--- src/pfe_pkg.sv ---
// Shared types and constants for the postfix expression evaluator.
// Used by pfe_alu and postfix_expression_evaluator; no dependencies.
package pfe_pkg;

	localparam int WORD_W = 32;

	localparam logic [7:0] SYM_PLUS  = 8'h2B;
	localparam logic [7:0] SYM_MINUS = 8'h2D;
	localparam logic [7:0] SYM_MUL   = 8'h2A;
	localparam logic [7:0] SYM_DIV   = 8'h2F;
	localparam logic [7:0] SYM_POW   = 8'h5E;
	localparam logic [7:0] SYM_ZERO  = 8'h30;
	localparam logic [7:0] SYM_NINE  = 8'h39;

	localparam logic [1:0] ST_OK        = 2'd0;
	localparam logic [1:0] ST_OVERFLOW  = 2'd1;
	localparam logic [1:0] ST_UNDERFLOW = 2'd2;
	localparam logic [1:0] ST_DIV_ZERO  = 2'd3;

	localparam logic REG_STACK_CAPACITY = 1'b0;
	localparam logic [6:0] CAPACITY_RESET = 7'd64;

	typedef enum logic [1:0] {
		ALU_MUL,
		ALU_DIV,
		ALU_POW
	} alu_op_t;

	typedef struct packed {
		logic              start;
		alu_op_t           op;
		logic [WORD_W-1:0] a;
		logic [WORD_W-1:0] b;
	} alu_req_t;

	typedef struct packed {
		logic              done;
		logic [WORD_W-1:0] result;
		logic              div_zero;
	} alu_rsp_t;

	function automatic logic is_op(input logic [7:0] sym);
		return (sym == SYM_PLUS) || (sym == SYM_MINUS) || (sym == SYM_MUL) ||
			(sym == SYM_DIV) || (sym == SYM_POW);
	endfunction

	function automatic logic is_digit(input logic [7:0] sym);
		return (sym >= SYM_ZERO) && (sym <= SYM_NINE);
	endfunction

endpackage

--- src/pfe_alu.sv ---
// Iterative arithmetic unit: registered multiply, restoring divide, square-and-multiply power.
// A single 32x32 low-product multiplier serves multiply and power. Depends on pfe_pkg.
module pfe_alu import pfe_pkg::*; (
	input  logic     clk,
	input  logic     arst_n,
	input  alu_req_t req,
	output alu_rsp_t rsp
);

	typedef enum logic [2:0] {
		A_IDLE,
		A_MUL,
		A_DIV,
		A_DIV_FIX,
		A_POW_R,
		A_POW_B,
		A_DONE
	} astate_t;

	astate_t           state_q;
	logic [WORD_W-1:0] x_q;
	logic [WORD_W-1:0] y_q;
	logic [WORD_W-1:0] e_q;
	logic [WORD_W-1:0] rem_q;
	logic [WORD_W-1:0] res_q;
	logic [4:0]        cnt_q;
	logic              neg_q;
	logic              div0_q;

	logic [WORD_W-1:0]   mul_a;
	logic [2*WORD_W-1:0] mul_full;
	logic [WORD_W-1:0]   prod;
	logic [WORD_W:0]     rem_sh;
	logic [WORD_W:0]     rem_dif;
	logic                qbit;
	logic [WORD_W-1:0]   mag_a;
	logic [WORD_W-1:0]   mag_b;

	assign mul_a    = (state_q == A_POW_B) ? y_q : x_q;
	assign mul_full = mul_a * y_q;
	assign prod     = mul_full[WORD_W-1:0];

	// one restoring divide step; x_q shifts the dividend out and the quotient in
	assign rem_sh  = {rem_q, x_q[WORD_W-1]};
	assign rem_dif = rem_sh - {1'b0, y_q};
	assign qbit    = ~rem_dif[WORD_W];

	assign mag_a = req.a[WORD_W-1] ? (WORD_W'(0) - req.a) : req.a;
	assign mag_b = req.b[WORD_W-1] ? (WORD_W'(0) - req.b) : req.b;

	always_ff @(posedge clk or negedge arst_n) begin
		if (!arst_n) begin
			state_q <= A_IDLE;
			div0_q  <= 1'b0;
		end else begin
			unique case (state_q)
				A_IDLE: begin
					if (req.start) begin
						div0_q <= 1'b0;
						unique case (req.op)
							ALU_MUL: begin
								x_q     <= req.a;
								y_q     <= req.b;
								state_q <= A_MUL;
							end
							ALU_DIV: begin
								if (req.b == '0) begin
									res_q   <= '0;
									div0_q  <= 1'b1;
									state_q <= A_DONE;
								end else begin
									x_q     <= mag_a;
									y_q     <= mag_b;
									rem_q   <= '0;
									cnt_q   <= '0;
									neg_q   <= req.a[WORD_W-1] ^ req.b[WORD_W-1];
									state_q <= A_DIV;
								end
							end
							default: begin
								if (req.b[WORD_W-1]) begin
									// negative exponent
									if (req.a == WORD_W'(1))
										res_q <= WORD_W'(1);
									else if (req.a == '1)
										res_q <= req.b[0] ? '1 : WORD_W'(1);
									else
										res_q <= '0;
									div0_q  <= (req.a == '0);
									state_q <= A_DONE;
								end else begin
									x_q     <= WORD_W'(1);
									y_q     <= req.a;
									e_q     <= req.b;
									state_q <= A_POW_R;
								end
							end
						endcase
					end
				end
				A_MUL: begin
					res_q   <= prod;
					state_q <= A_DONE;
				end
				A_DIV: begin
					x_q   <= {x_q[WORD_W-2:0], qbit};
					rem_q <= qbit ? rem_dif[WORD_W-1:0] : rem_sh[WORD_W-1:0];
					cnt_q <= cnt_q + 5'd1;
					if (cnt_q == 5'd31)
						state_q <= A_DIV_FIX;
				end
				A_DIV_FIX: begin
					res_q   <= neg_q ? (WORD_W'(0) - x_q) : x_q;
					state_q <= A_DONE;
				end
				A_POW_R: begin
					if (e_q == '0) begin
						res_q   <= x_q;
						state_q <= A_DONE;
					end else begin
						if (e_q[0])
							x_q <= prod;
						state_q <= A_POW_B;
					end
				end
				A_POW_B: begin
					y_q     <= prod;
					e_q     <= {1'b0, e_q[WORD_W-1:1]};
					state_q <= A_POW_R;
				end
				A_DONE: begin
					state_q <= A_IDLE;
				end
				default: state_q <= A_IDLE;
			endcase
		end
	end

	assign rsp.done     = (state_q == A_DONE);
	assign rsp.result   = res_q;
	assign rsp.div_zero = div0_q;

endmodule

--- src/postfix_expression_evaluator.sv ---
// Postfix expression evaluator: one ASCII character per input item, a signed 32-bit operand
// stack in a single-port-read memory, and a sticky status. A digit or other non-operator
// character is pushed, an operator that finds fewer than two operands sets the underflow
// status, + and - are done in place, and *, / and ^ go to the shared unit: / runs 32
// restoring divide steps there unless the divisor is zero, and ^ alternates square and
// multiply on the one shared multiplier unless the exponent is negative. The character
// marked last is followed by a pop of the result and a load of the output register; the
// next expression's characters are accepted while that result waits on the output.
// Depends on pfe_pkg and pfe_alu.
module postfix_expression_evaluator import pfe_pkg::*; #(
	parameter int STACK_DEPTH = 64
) (
	input  logic        clk,
	input  logic        arst_n,
	input  logic        s_axis_tvalid,
	output logic        s_axis_tready,
	input  logic [7:0]  s_axis_tdata,   // [7:0] symbol
	input  logic        s_axis_tlast,   // end_of_expression
	output logic        m_axis_tvalid,
	input  logic        m_axis_tready,
	output logic [39:0] m_axis_tdata,   // [31:0] result_value, [33:32] status, rest zero
	input  logic        psel,
	input  logic        penable,
	input  logic        pwrite,
	input  logic [2:0]  paddr,
	input  logic [31:0] pwdata,
	output logic [31:0] prdata,
	output logic        pready
);

	localparam int SPW = $clog2(STACK_DEPTH + 1);
	localparam int AW  = $clog2(STACK_DEPTH);

	typedef enum logic [2:0] {
		S_IDLE,
		S_RD_L,
		S_OPS,
		S_ALU,
		S_PUSH,
		S_POP,
		S_POP_RD,
		S_EMIT
	} state_t;

	state_t            state_q;
	logic [SPW-1:0]    sp_q;
	logic [1:0]        err_q;
	logic [6:0]        cap_q;
	logic [7:0]        sym_q;
	logic              last_q;
	logic [WORD_W-1:0] right_q;
	logic [WORD_W-1:0] res_q;
	logic              m_valid_q;
	logic [WORD_W-1:0] out_res_q;
	logic [1:0]        out_st_q;

	logic [WORD_W-1:0] mem_q [STACK_DEPTH];
	logic [WORD_W-1:0] rdata_q;

	logic              in_acc;
	logic              out_free;
	logic [SPW-1:0]    sp_m1;
	logic [SPW-1:0]    sp_m2;
	logic [SPW-1:0]    cap_eff;
	logic              can_push;
	logic              rd_en;
	logic [AW-1:0]     rd_addr;
	logic              wr_en;
	logic [7:0]        digit_val;
	alu_req_t          alu_req;
	alu_rsp_t          alu_rsp;

	assign in_acc    = s_axis_tvalid && s_axis_tready;
	assign out_free  = !m_valid_q || m_axis_tready;
	assign sp_m1     = sp_q - SPW'(1);
	assign sp_m2     = sp_q - SPW'(2);
	assign digit_val = s_axis_tdata - SYM_ZERO;

	always_comb begin
		if (cap_q == '0)
			cap_eff = SPW'(1);
		else if (32'(cap_q) > 32'(STACK_DEPTH))
			cap_eff = SPW'(STACK_DEPTH);
		else
			cap_eff = SPW'(cap_q);
	end

	assign can_push = (sp_q < cap_eff);

	// configuration port
	assign pready = 1'b1;
	assign prdata = (paddr[2] == REG_STACK_CAPACITY) ? {25'b0, cap_q} : '0;

	always_ff @(posedge clk or negedge arst_n) begin
		if (!arst_n)
			cap_q <= CAPACITY_RESET;
		else if (psel && penable && pwrite && pready && paddr[2] == REG_STACK_CAPACITY)
			cap_q <= pwdata[6:0];
	end

	// stack memory
	always_comb begin
		rd_en   = 1'b0;
		rd_addr = sp_m1[AW-1:0];
		unique case (state_q)
			S_IDLE: rd_en = in_acc && is_op(s_axis_tdata) && (sp_q >= SPW'(2));
			S_RD_L: begin
				rd_en   = 1'b1;
				rd_addr = sp_m2[AW-1:0];
			end
			S_POP:   rd_en = (sp_q != '0);
			default: rd_en = 1'b0;
		endcase
	end

	assign wr_en = (state_q == S_PUSH) && can_push;

	always_ff @(posedge clk) begin
		if (wr_en)
			mem_q[sp_q[AW-1:0]] <= res_q;
		if (rd_en)
			rdata_q <= mem_q[rd_addr];
	end

	// shared arithmetic unit
	always_comb begin
		alu_req.start = (state_q == S_OPS) &&
			(sym_q == SYM_MUL || sym_q == SYM_DIV || sym_q == SYM_POW);
		alu_req.a = rdata_q;
		alu_req.b = right_q;
		if (sym_q == SYM_MUL)
			alu_req.op = ALU_MUL;
		else if (sym_q == SYM_DIV)
			alu_req.op = ALU_DIV;
		else
			alu_req.op = ALU_POW;
	end

	pfe_alu u_alu (
		.clk    (clk),
		.arst_n (arst_n),
		.req    (alu_req),
		.rsp    (alu_rsp)
	);

	// sequencer
	always_ff @(posedge clk or negedge arst_n) begin
		if (!arst_n) begin
			state_q   <= S_IDLE;
			sp_q      <= '0;
			err_q     <= ST_OK;
			m_valid_q <= 1'b0;
		end else begin
			if (m_valid_q && m_axis_tready && state_q != S_EMIT)
				m_valid_q <= 1'b0;
			unique case (state_q)
				S_IDLE: begin
					if (in_acc) begin
						sym_q  <= s_axis_tdata;
						last_q <= s_axis_tlast;
						if (is_op(s_axis_tdata)) begin
							if (sp_q < SPW'(2)) begin
								if (err_q == ST_OK)
									err_q <= ST_UNDERFLOW;
								state_q <= s_axis_tlast ? S_POP : S_IDLE;
							end else begin
								state_q <= S_RD_L;
							end
						end else begin
							res_q   <= is_digit(s_axis_tdata) ?
								{{(WORD_W-8){1'b0}}, digit_val} : '0;
							state_q <= S_PUSH;
						end
					end
				end
				S_RD_L: begin
					right_q <= rdata_q;
					state_q <= S_OPS;
				end
				S_OPS: begin
					sp_q <= sp_m2;
					unique case (sym_q)
						SYM_PLUS: begin
							res_q   <= rdata_q + right_q;
							state_q <= S_PUSH;
						end
						SYM_MINUS: begin
							res_q   <= rdata_q - right_q;
							state_q <= S_PUSH;
						end
						default: state_q <= S_ALU;
					endcase
				end
				S_ALU: begin
					if (alu_rsp.done) begin
						res_q <= alu_rsp.result;
						if (alu_rsp.div_zero && err_q == ST_OK)
							err_q <= ST_DIV_ZERO;
						state_q <= S_PUSH;
					end
				end
				S_PUSH: begin
					if (can_push)
						sp_q <= sp_q + SPW'(1);
					else if (err_q == ST_OK)
						err_q <= ST_OVERFLOW;
					state_q <= last_q ? S_POP : S_IDLE;
				end
				S_POP: begin
					if (sp_q == '0) begin
						if (err_q == ST_OK)
							err_q <= ST_UNDERFLOW;
						res_q   <= '0;
						state_q <= S_EMIT;
					end else begin
						sp_q    <= sp_m1;
						state_q <= S_POP_RD;
					end
				end
				S_POP_RD: begin
					res_q   <= rdata_q;
					state_q <= S_EMIT;
				end
				S_EMIT: begin
					if (out_free) begin
						out_res_q <= res_q;
						out_st_q  <= err_q;
						m_valid_q <= 1'b1;
						sp_q      <= '0;
						err_q     <= ST_OK;
						state_q   <= S_IDLE;
					end
				end
				default: state_q <= S_IDLE;
			endcase
		end
	end

	assign s_axis_tready = (state_q == S_IDLE);
	assign m_axis_tvalid = m_valid_q;
	assign m_axis_tdata  = {6'b0, out_st_q, out_res_q};

	a_sp_bound: assert property (@(posedge clk) disable iff (!arst_n)
		32'(sp_q) <= 32'(STACK_DEPTH))
		else $error("stack pointer beyond depth");

	a_err_sticky: assert property (@(posedge clk) disable iff (!arst_n)
		(err_q != ST_OK) |=> (err_q == $past(err_q) || err_q == ST_OK))
		else $error("status code replaced within an expression");

	a_emit_clears: assert property (@(posedge clk) disable iff (!arst_n)
		(state_q == S_EMIT && out_free) |=> (sp_q == '0 && err_q == ST_OK && m_valid_q))
		else $error("stack not cleared after result");

	a_alu_done_wait: assert property (@(posedge clk) disable iff (!arst_n)
		alu_rsp.done |-> (state_q == S_ALU))
		else $error("arithmetic unit finished outside its wait state");

endmodule

--- config.mk ---
export PLATFORM = sky130hd
export DESIGN_NAME = postfix_expression_evaluator
export DESIGN_NICKNAME = d
export VERILOG_FILES = /design/src/pfe_pkg.sv /design/src/pfe_alu.sv /design/src/postfix_expression_evaluator.sv
export SDC_FILE = /design/constraint.sdc
export NUM_CORES = 2
export LEC_CHECK = 0
export ABC_AREA = 0
export BUFFER_PORTS_ARGS = -buffer_cell sky130_fd_sc_hd__clkbuf_2
export CORE_AREA = 2 2 510 386
export CTS_BUF_LIST = sky130_fd_sc_hd__clkbuf_4
export CTS_CLUSTER_SIZE = 30
export DETAILED_ROUTE_END_ITERATION = 6
export DIE_AREA = 0 0 512 388
export HOLD_SLACK_MARGIN = 0.12
export PLACE_DENSITY = 0.83
export SYNTH_ARGS = -nofsm -noshare
export SYNTH_HDL_FRONTEND = slang
export SYNTH_SLANG_ARGS = --single-unit
--- constraint.sdc ---
create_clock -name clk -period 18.76 [get_ports clk]
set_clock_uncertainty 0.2 [all_clocks]
set_input_delay 0.938 -clock clk [delete_from_list [all_inputs] [get_ports clk]]
set_output_delay 0.938 -clock clk [all_outputs]
set_load 0.005 [all_outputs]
# [Yosys cells after proc, flatten, opt, wreduce, memory -nomap -nowiden]
# Memories as Yosys holds them, arrays and structs flattened. A register that Yosys moved wholly into a read port is not among the register bits.
# Cells that the tools add are included.
[totals] regBits=297 n_memories=1 latchBits=0 mem_bits_rw=2048 mem_bits_ro=0
[classes] n_div=0 muxes=92 n_reduce_logical=55 n_shift=0 n_lt_le_gt_ge=6 n_addsub=11 eq_ne=55 multipliers=1 bitwise_logic=4
[mem_list] memory="mem_q" words=64 word_bits=32 read_ports=1 rd_clocked_by_memory_dff=1 wr=1 line="postfix_expression_evaluator.sv:57" rtl="logic [WORD_W-1:0] mem_q [STACK_DEPTH];"
[op_table] cell="2-to-1 mux 32 bit" count=30
[op_table] cell="one-hot mux 32 bit (2 select lines)" count=7
[op_table] cell="one-hot mux 32 bit (5 select lines)" count=1
[op_table] cell="one-hot mux 32 bit (4 select lines)" count=1
[op_table] cell="zero test 32 bit" count=3
[op_table] cell="one-hot mux 32 bit (3 select lines)" count=1
[op_table] cell="subtractor 1 x 32 -> 32 bit, first input constant" count=3
[op_table] cell="== test 8 x 6 -> 1 bit, second input constant" count=8
[op_table] cell="2-to-1 mux 7 bit" count=6
[op_table] cell="2-to-1 mux 3 bit" count=11
[op_table] cell="subtractor 33 x 32 -> 33 bit" count=1
[op_table] cell="adder 32 bit" count=1
[op_table] cell="== test 32 x 1 -> 1 bit, second input constant" count=1
[op_table] cell="== test 32 bit, second input constant" count=1
[op_table] cell="multiplier 32 x 32 -> 32 bit" count=1
[op_table] cell="subtractor 32 bit" count=1
[op_table] cell="inequality test 2 bit, second input constant" count=15
[op_table] cell="2-to-1 mux 2 bit" count=14
[op_table] cell="one-hot mux 7 bit (4 select lines)" count=1
[op_table] cell="one-hot mux 3 bit (8 select lines)" count=1
[op_table] cell="== test 3 bit, second input constant" count=7
[op_table] cell="AND reduction 7 bit" count=3
[op_table] cell="AND reduction 5 bit" count=4
[op_table] cell="== test 8 x 7 -> 1 bit, second input constant" count=2
[op_table] cell="48 further kinds" count=100

# [Logic depth before layout (Yosys ltp)]
[logic_depth] ltp_word=8 depth_mapped=34 depth_no_buf=28

# [Modules after synthesis]
# Synthesis repeated with hierarchy kept, for this count alone.
[unflattened] hier_cells=10741 area_unflattened_um2=125753.1
[by_module_without_submodules] module="postfix_expression_evaluator" area_each_um2=97965.2 instances=1 seq_area_each_um2=66174.7 cells_each=7525
[by_module_without_submodules] module="pfe_alu" area_each_um2=27787.9 instances=1 seq_area_each_um2=5054.8 cells_each=3216

# [Worst setup path before layout]
# No wires, ideal clock.
[synth_timing] path_type="register to register" startpoint="register u_alu.state_q[2]" endpoint="register u_alu.res_q[31] (data pin)" path_stages_with_launch=33 path_slack_ps=9683 t_required_ps=18280 arrival_time_ps=8598 setup_time_ps=280 path_cell_list="dfrtp_1 > buf_2 > nand3b_1 > buf_4 > buf_4 > buf_1 > buf_1 > mux2i_1 > nor2_1 > fa_1 > fa_1 > fa_1 > inv_1 > fa_1 > inv_1 > fa_1 > inv_1 > fa_1 > inv_1 > fa_1 > fa_1 > ha_1 > clkbuf_1 > a21oi_1 > nor2_1 > a211oi_1 > a21boi_0 > nor3_1 > a21oi_1 > o41ai_1 > o21ai_0 > xnor2_1 > o2111ai_1"
[synth_via] elab_chain_cells=4 word_cells_on_any_way=8 cone_classes="mul (1); eq/ne (4); mux (2); reduce/logical (1)"
[synth_rtl] element="from (decl)" line="pfe_alu.sv:20" rtl="astate_t state_q;"
[synth_rtl] element="from (signal assigned)" line="pfe_alu.sv:53" rtl="state_q <= A_IDLE;"
[synth_rtl] element="from (signal assigned)" line="pfe_alu.sv:64" rtl="state_q <= A_MUL;"
[synth_rtl] element="from (signal assigned)" line="pfe_alu.sv:70" rtl="state_q <= A_DONE;"
[synth_rtl] element="== test 3 bit" line="pfe_alu.sv:39" rtl="assign mul_a = (state_q == A_POW_B) ? y_q : x_q;"
[synth_rtl] element="2-to-1 mux 32 bit" line="pfe_alu.sv:39"
[synth_rtl] element="multiplier 32 x 32 -> 32 bit" line="pfe_alu.sv:40" rtl="assign mul_full = mul_a * y_q;"
[synth_rtl] element="one-hot mux 32 bit (4 select lines) *" line="pfe_alu.sv:56" rtl="unique case (state_q)"
[synth_rtl] element="to (signal assigned)" line="pfe_alu.sv:86" rtl="res_q <= req.b[0] ? '1 : WORD_W'(1);"
[synth_rtl] element="to (signal assigned)" line="pfe_alu.sv:102" rtl="res_q <= prod;"
[synth_rtl] element="to (signal assigned)" line="pfe_alu.sv:113" rtl="res_q <= neg_q ? (WORD_W'(0) - x_q) : x_q;"
[synth_rtl] element="to (decl)" line="pfe_alu.sv:25" rtl="logic [WORD_W-1:0] res_q;"
# Mark *: on every way between the ends. The rest lies on a longest branch, timed or not.
# A chain may end at the register's enable or synchronous reset.

# [Worst setup path after layout]
[layout_timing] startpoint="register u_alu.state_q[1]" endpoint="register u_alu.res_q[31] (data pin)"
# The elaborated chain is that of the path after synthesis.

==> run_results.csv <==
group,metric,value,unit
synthesis,synth_sequential_area_ratio,61.6,%
power,pwr-share-seq,57.2,%
clock_tree,worstSkewPairLatency,1.40,ns
min_path,holdPathEnd,"sym_q[0]",
synthesis,yosys_warnings,0,
route,drt_wl_total,333,mm
timing,slew-limit-headroom,12.1,%
power,power.combinational.fraction,0.5,%
outcome,violations,"DRC",
critical_path,worst_path_max_delay_cell,"mux2i_2",
layout,multiInputGateArea,41300,µm²
timing,setup-tns-final,0,ns
place,dp_hpwl,206,mm
floorplanning,die_ar,199000,µm²
critical_path,slowest_stage_delay_cp,0.95,ns
floorplanning,core_region_area,193000,µm²
timing,fin_crit,11.93,ns
place,post_dp_cell_area,119000,µm²
power,power.ir.vdd_worst,0.0648,mV
min_path,hold_class,"in2reg",
clock_tree,tritoncts_buffer_count,565,
layout,areaGrowthSynthToFinish,9.52,%
power,p_leak,38.6,nW
min_path,min_delay_path_depth,2,
place,placed_cells_incl_taps,9791,
synthesis,synth_enable_flop_cells,2352,
synthesis,ys_seq_elements,2376,
critical_path,critical_path.reg2reg.endpoint,"u_alu.res_q[31]",
synthesis,synth_top_flop_cell,"edfxtp_1",
timing,setup_viol_count_final,0,
global_route,maximum_number_of_pins_on_one_net_before_global_route_repair,135,
clock_tree,post-cts-setup-buffers,0,
global_route,first_pass_grt_wire_length,483,mm
synthesis,postSynthCellCount,7395,
floorplanning,die_width,512,µm
route,route.antenna.remaining_nets,0,
synthesis,netlist_top_cells_count,"edfxtp_1 (2352), nor2_1 (561), mux4_2 (544), nand2_1 (489), inv_1 (445)",
critical_path,crit_path_end_kind,"register",
power,internal-power,7.94,mW
synthesis,synth_top_area_share,61.1,%
timing,slew_violations,0,
timing,grt_setup_unrepaired,"false",
power,p_switching,2.10,mW
synthesis,synth_async_sr_flop_share,1.01,%
outcome,outcome,"finished with violations",
clock_tree,ctsRootBufferMaster,"clkbuf_4",
timing,post-route-period-util,63.6,%
clock_tree,htree_levels,6,
global_route,groute.usage.overall,33.5,%
floorplanning,std_cell_rows,140,
synthesis,syn_avg_cell_area,15.6,µm²
route,met1Wirelength,116,mm
critical_path,crit-reg2reg-launch,"u_alu.state_q[1]",
route,vias,72500,
layout,final_nets,8506,
power,totalPowerFinal,10.0,mW
critical_path,worst-r2r-setup-slack,6.83,ns
timing,fin_hold_ws,0.265,ns
global_route,grt_overflow,0,
floorplanning,die_height,388,µm
global_route,antenna_violations_before_repair,24,
flow_run,max_cap_viol_count,0,
timing,hold_viol,0,
critical_path,worst-endpoint-required,19.57,ns
layout,final.fill_count,12700,
route,drc,29,
critical_path,critical_path.max_fanout,45,
floorplanning,floorplan.io_pins,126,
route,via_per_inst,6.73,
route,met3_wirelength,61.0,mm
power,clkPwrFrac,42.2,%
timing,finalWorstSetupSlack,6.83,ns
critical_path,crit_type,"reg2reg",
power,switching_share,20.9,%
clock_tree,worst_setup_hold_path_clk_slew,0.07,ns
critical_path,worst-endpoint-arrival,12.73,ns
layout,design_area,127000,µm²
layout,layout.area.seq,71200,µm²
layout,final_util,65.5,%
synthesis,synth.area.top_cells,"edfxtp_1 (61%), mux4_2 (11%), fa_1 (7.1%), ha_1 (2.3%), nor2_1 (1.8%)",
clock_tree,tritoncts_num_sinks,2376,
place,port_bufs,66,
route,post_drt_wl_per_cell,30.9,µm
place,place_congestion,1.03,
timing,max_freq,83.8,MHz
layout,final_cells,10800,
critical_path,critical-path-top-cell-by-count,"fa_1",
clock_tree,cts_tree,"done",
synthesis,yosys.area.top_type,"edfxtp_1",
synthesis,netlist_area,116000,µm²
floorplanning,initial_utilization,59.8,%
min_path,min-delay-start,"s_axis_tdata[0]",
route,maxUsedRoutingLayer,"met5",
critical_path,number_of_cell_instances_on_the_worst_register_to_register_path,28,
route,first_pass_iters,7,
layout,drive_above_1_share,22.3,%
timing,timing_worst_slew_pin_value,1.32,ns
global_route,via_count_of_the_first_global_routing_pass,72100,
route,met2_wirelength,143,mm
synthesis,most_common_cell_in_the_synthesized_netlist,"edfxtp_1",
clock_tree,largest_buffer_count_on_any_clock_path,4,
route,drt_iter0_drc,13000,
synthesis,ys_types,99,
power,power_per_cell_area,79.3,nW/µm²
place,place_worst_setup_slack,7.20,ns
critical_path,timing.critical_path.from_type,"register",
cell families (layout without fill, tap and decap cells):
| kind of cell | after synthesis | in the layout | share of synthesized area (%) |
|---|---|---|---|
| buffers and inverters | 896 | 1679 | 3.30 |
| other | 2 | 43 | 0.00650 |
| adder cells (fa/ha/maj) | 622 | 622 | 9.40 |
| XOR/XNOR | 214 | 214 | 1.63 |
| AO/OA/AOI/OAI | 940 | 940 | 5.15 |
| flip-flops | 2376 | 2376 | 61.6 |
| multiplexers | 761 | 761 | 12.5 |
| AND/OR/NAND/NOR | 1584 | 1584 | 6.33 |
worst max-delay path by stage:
stage,startpoint,endpoint,slack [ns],cells after the start
2_1_floorplan,u_alu.state_q[2],u_alu.res_q[31],9.68,32
3_3_place_gp,u_alu.state_q[1],u_alu.res_q[31],7.21,28
3_5_place_dp,u_alu.state_q[1],u_alu.res_q[31],7.20,28
4_1_cts,u_alu.state_q[1],u_alu.res_q[31],7.19,28
5_1_grt,u_alu.state_q[1],u_alu.res_q[31],6.37,28
6_report,u_alu.state_q[1],u_alu.res_q[31],6.83,28
power groups by stage:
stage	Clock (mW)	Combinational [mW]	Sequential (mW)
final	4.24	0.0515	5.75
after global routing	4.51	0.0529	5.74
after CTS	4.25	0.0475	5.75
after detailed placement	0	0.0370	5.86
after global placement	0	0.0339	5.86
after floorplan	0	0.0227	5.86
state kept, by name (all words and copies together), names as in the netlist, 2 cells and up:
name and count:
u_alu.cnt_q 5, res_q 32, u_alu.state_q 3, u_alu.e_q 31
cap_q 7, right_q 32, u_alu.y_q 32, out_st_q 2
u_alu.x_q 32, u_alu.res_q 32, sym_q 8, u_alu.rem_q 32
err_q 2, state_q 3, rdata_q 32, out_res_q 32
sp_q 7, mem_q 2048
layout make-up:
| type | count | share of cell area [%] |
|---|---|---|
| flip-flops and latches | 2376 | 56.3 |
| clock buffers | 834 | 4.95 |
| repair buffers | 284 | 1.69 |
| inverters | 453 | 1.34 |
| clock inverters | 108 | 0.565 |
| multi-input cells | 4153 | 32.6 |
| well taps | 2556 | 2.53 |
| diodes | 11 | 0.0217 |
what timing repair did:
action / CTS / global route
gates resized for setup: 0 / 0
hold endpoints to repair: 58 / 0
hold buffers: 31 / 0
worst max-delay path, delay by kind of cell, from the launching register on:
| family | cells | cell delay (ns) |
|---|---|---|
| fa+ha+maj | 9 | 4.34 |
| simple gates | 4 | 1.37 |
| buf+inv | 6 | 1.54 |
| mux | 1 | 0.95 |
| compound gates | 7 | 1.93 |
| xor+xnor | 1 | 0.44 |
| flops | 1 | 0.78 |
cells in the final DEF (no fill, tap or decap), drive strengths merged, types with 15 or more instances in the layout:
cell type       n
a211oi        153
a21o           46
a21oi         349
a221o          16
a22oi          20
a31oi          24
and2           53
buf           187
clkbuf        900
clkinv         87
conb           32
dfrtp          23
dlygate4sd3    31
edfxtp       2352
fa            410
ha            212
inv           461
mux2           33
mux2i         184
mux4          544
nand2         489
nand2b         19
nand3          55
nand4          32
nor2          562
nor2b         169
nor3           67
nor4           15
o211ai         20
o21ai         158
o31ai          25
or2            17
or3            40
xnor2         124
xor2           89
metal layers:
metal / up-vias / track usage, %
li1: 29000 / -
met1: 36000 / 46.0
met2: 6435 / 47.5
met3: 1006 / 15.3
met4: 18 / 11.9
met5: - / 0
No activity file was read; power rests on OpenSTA's default activity.
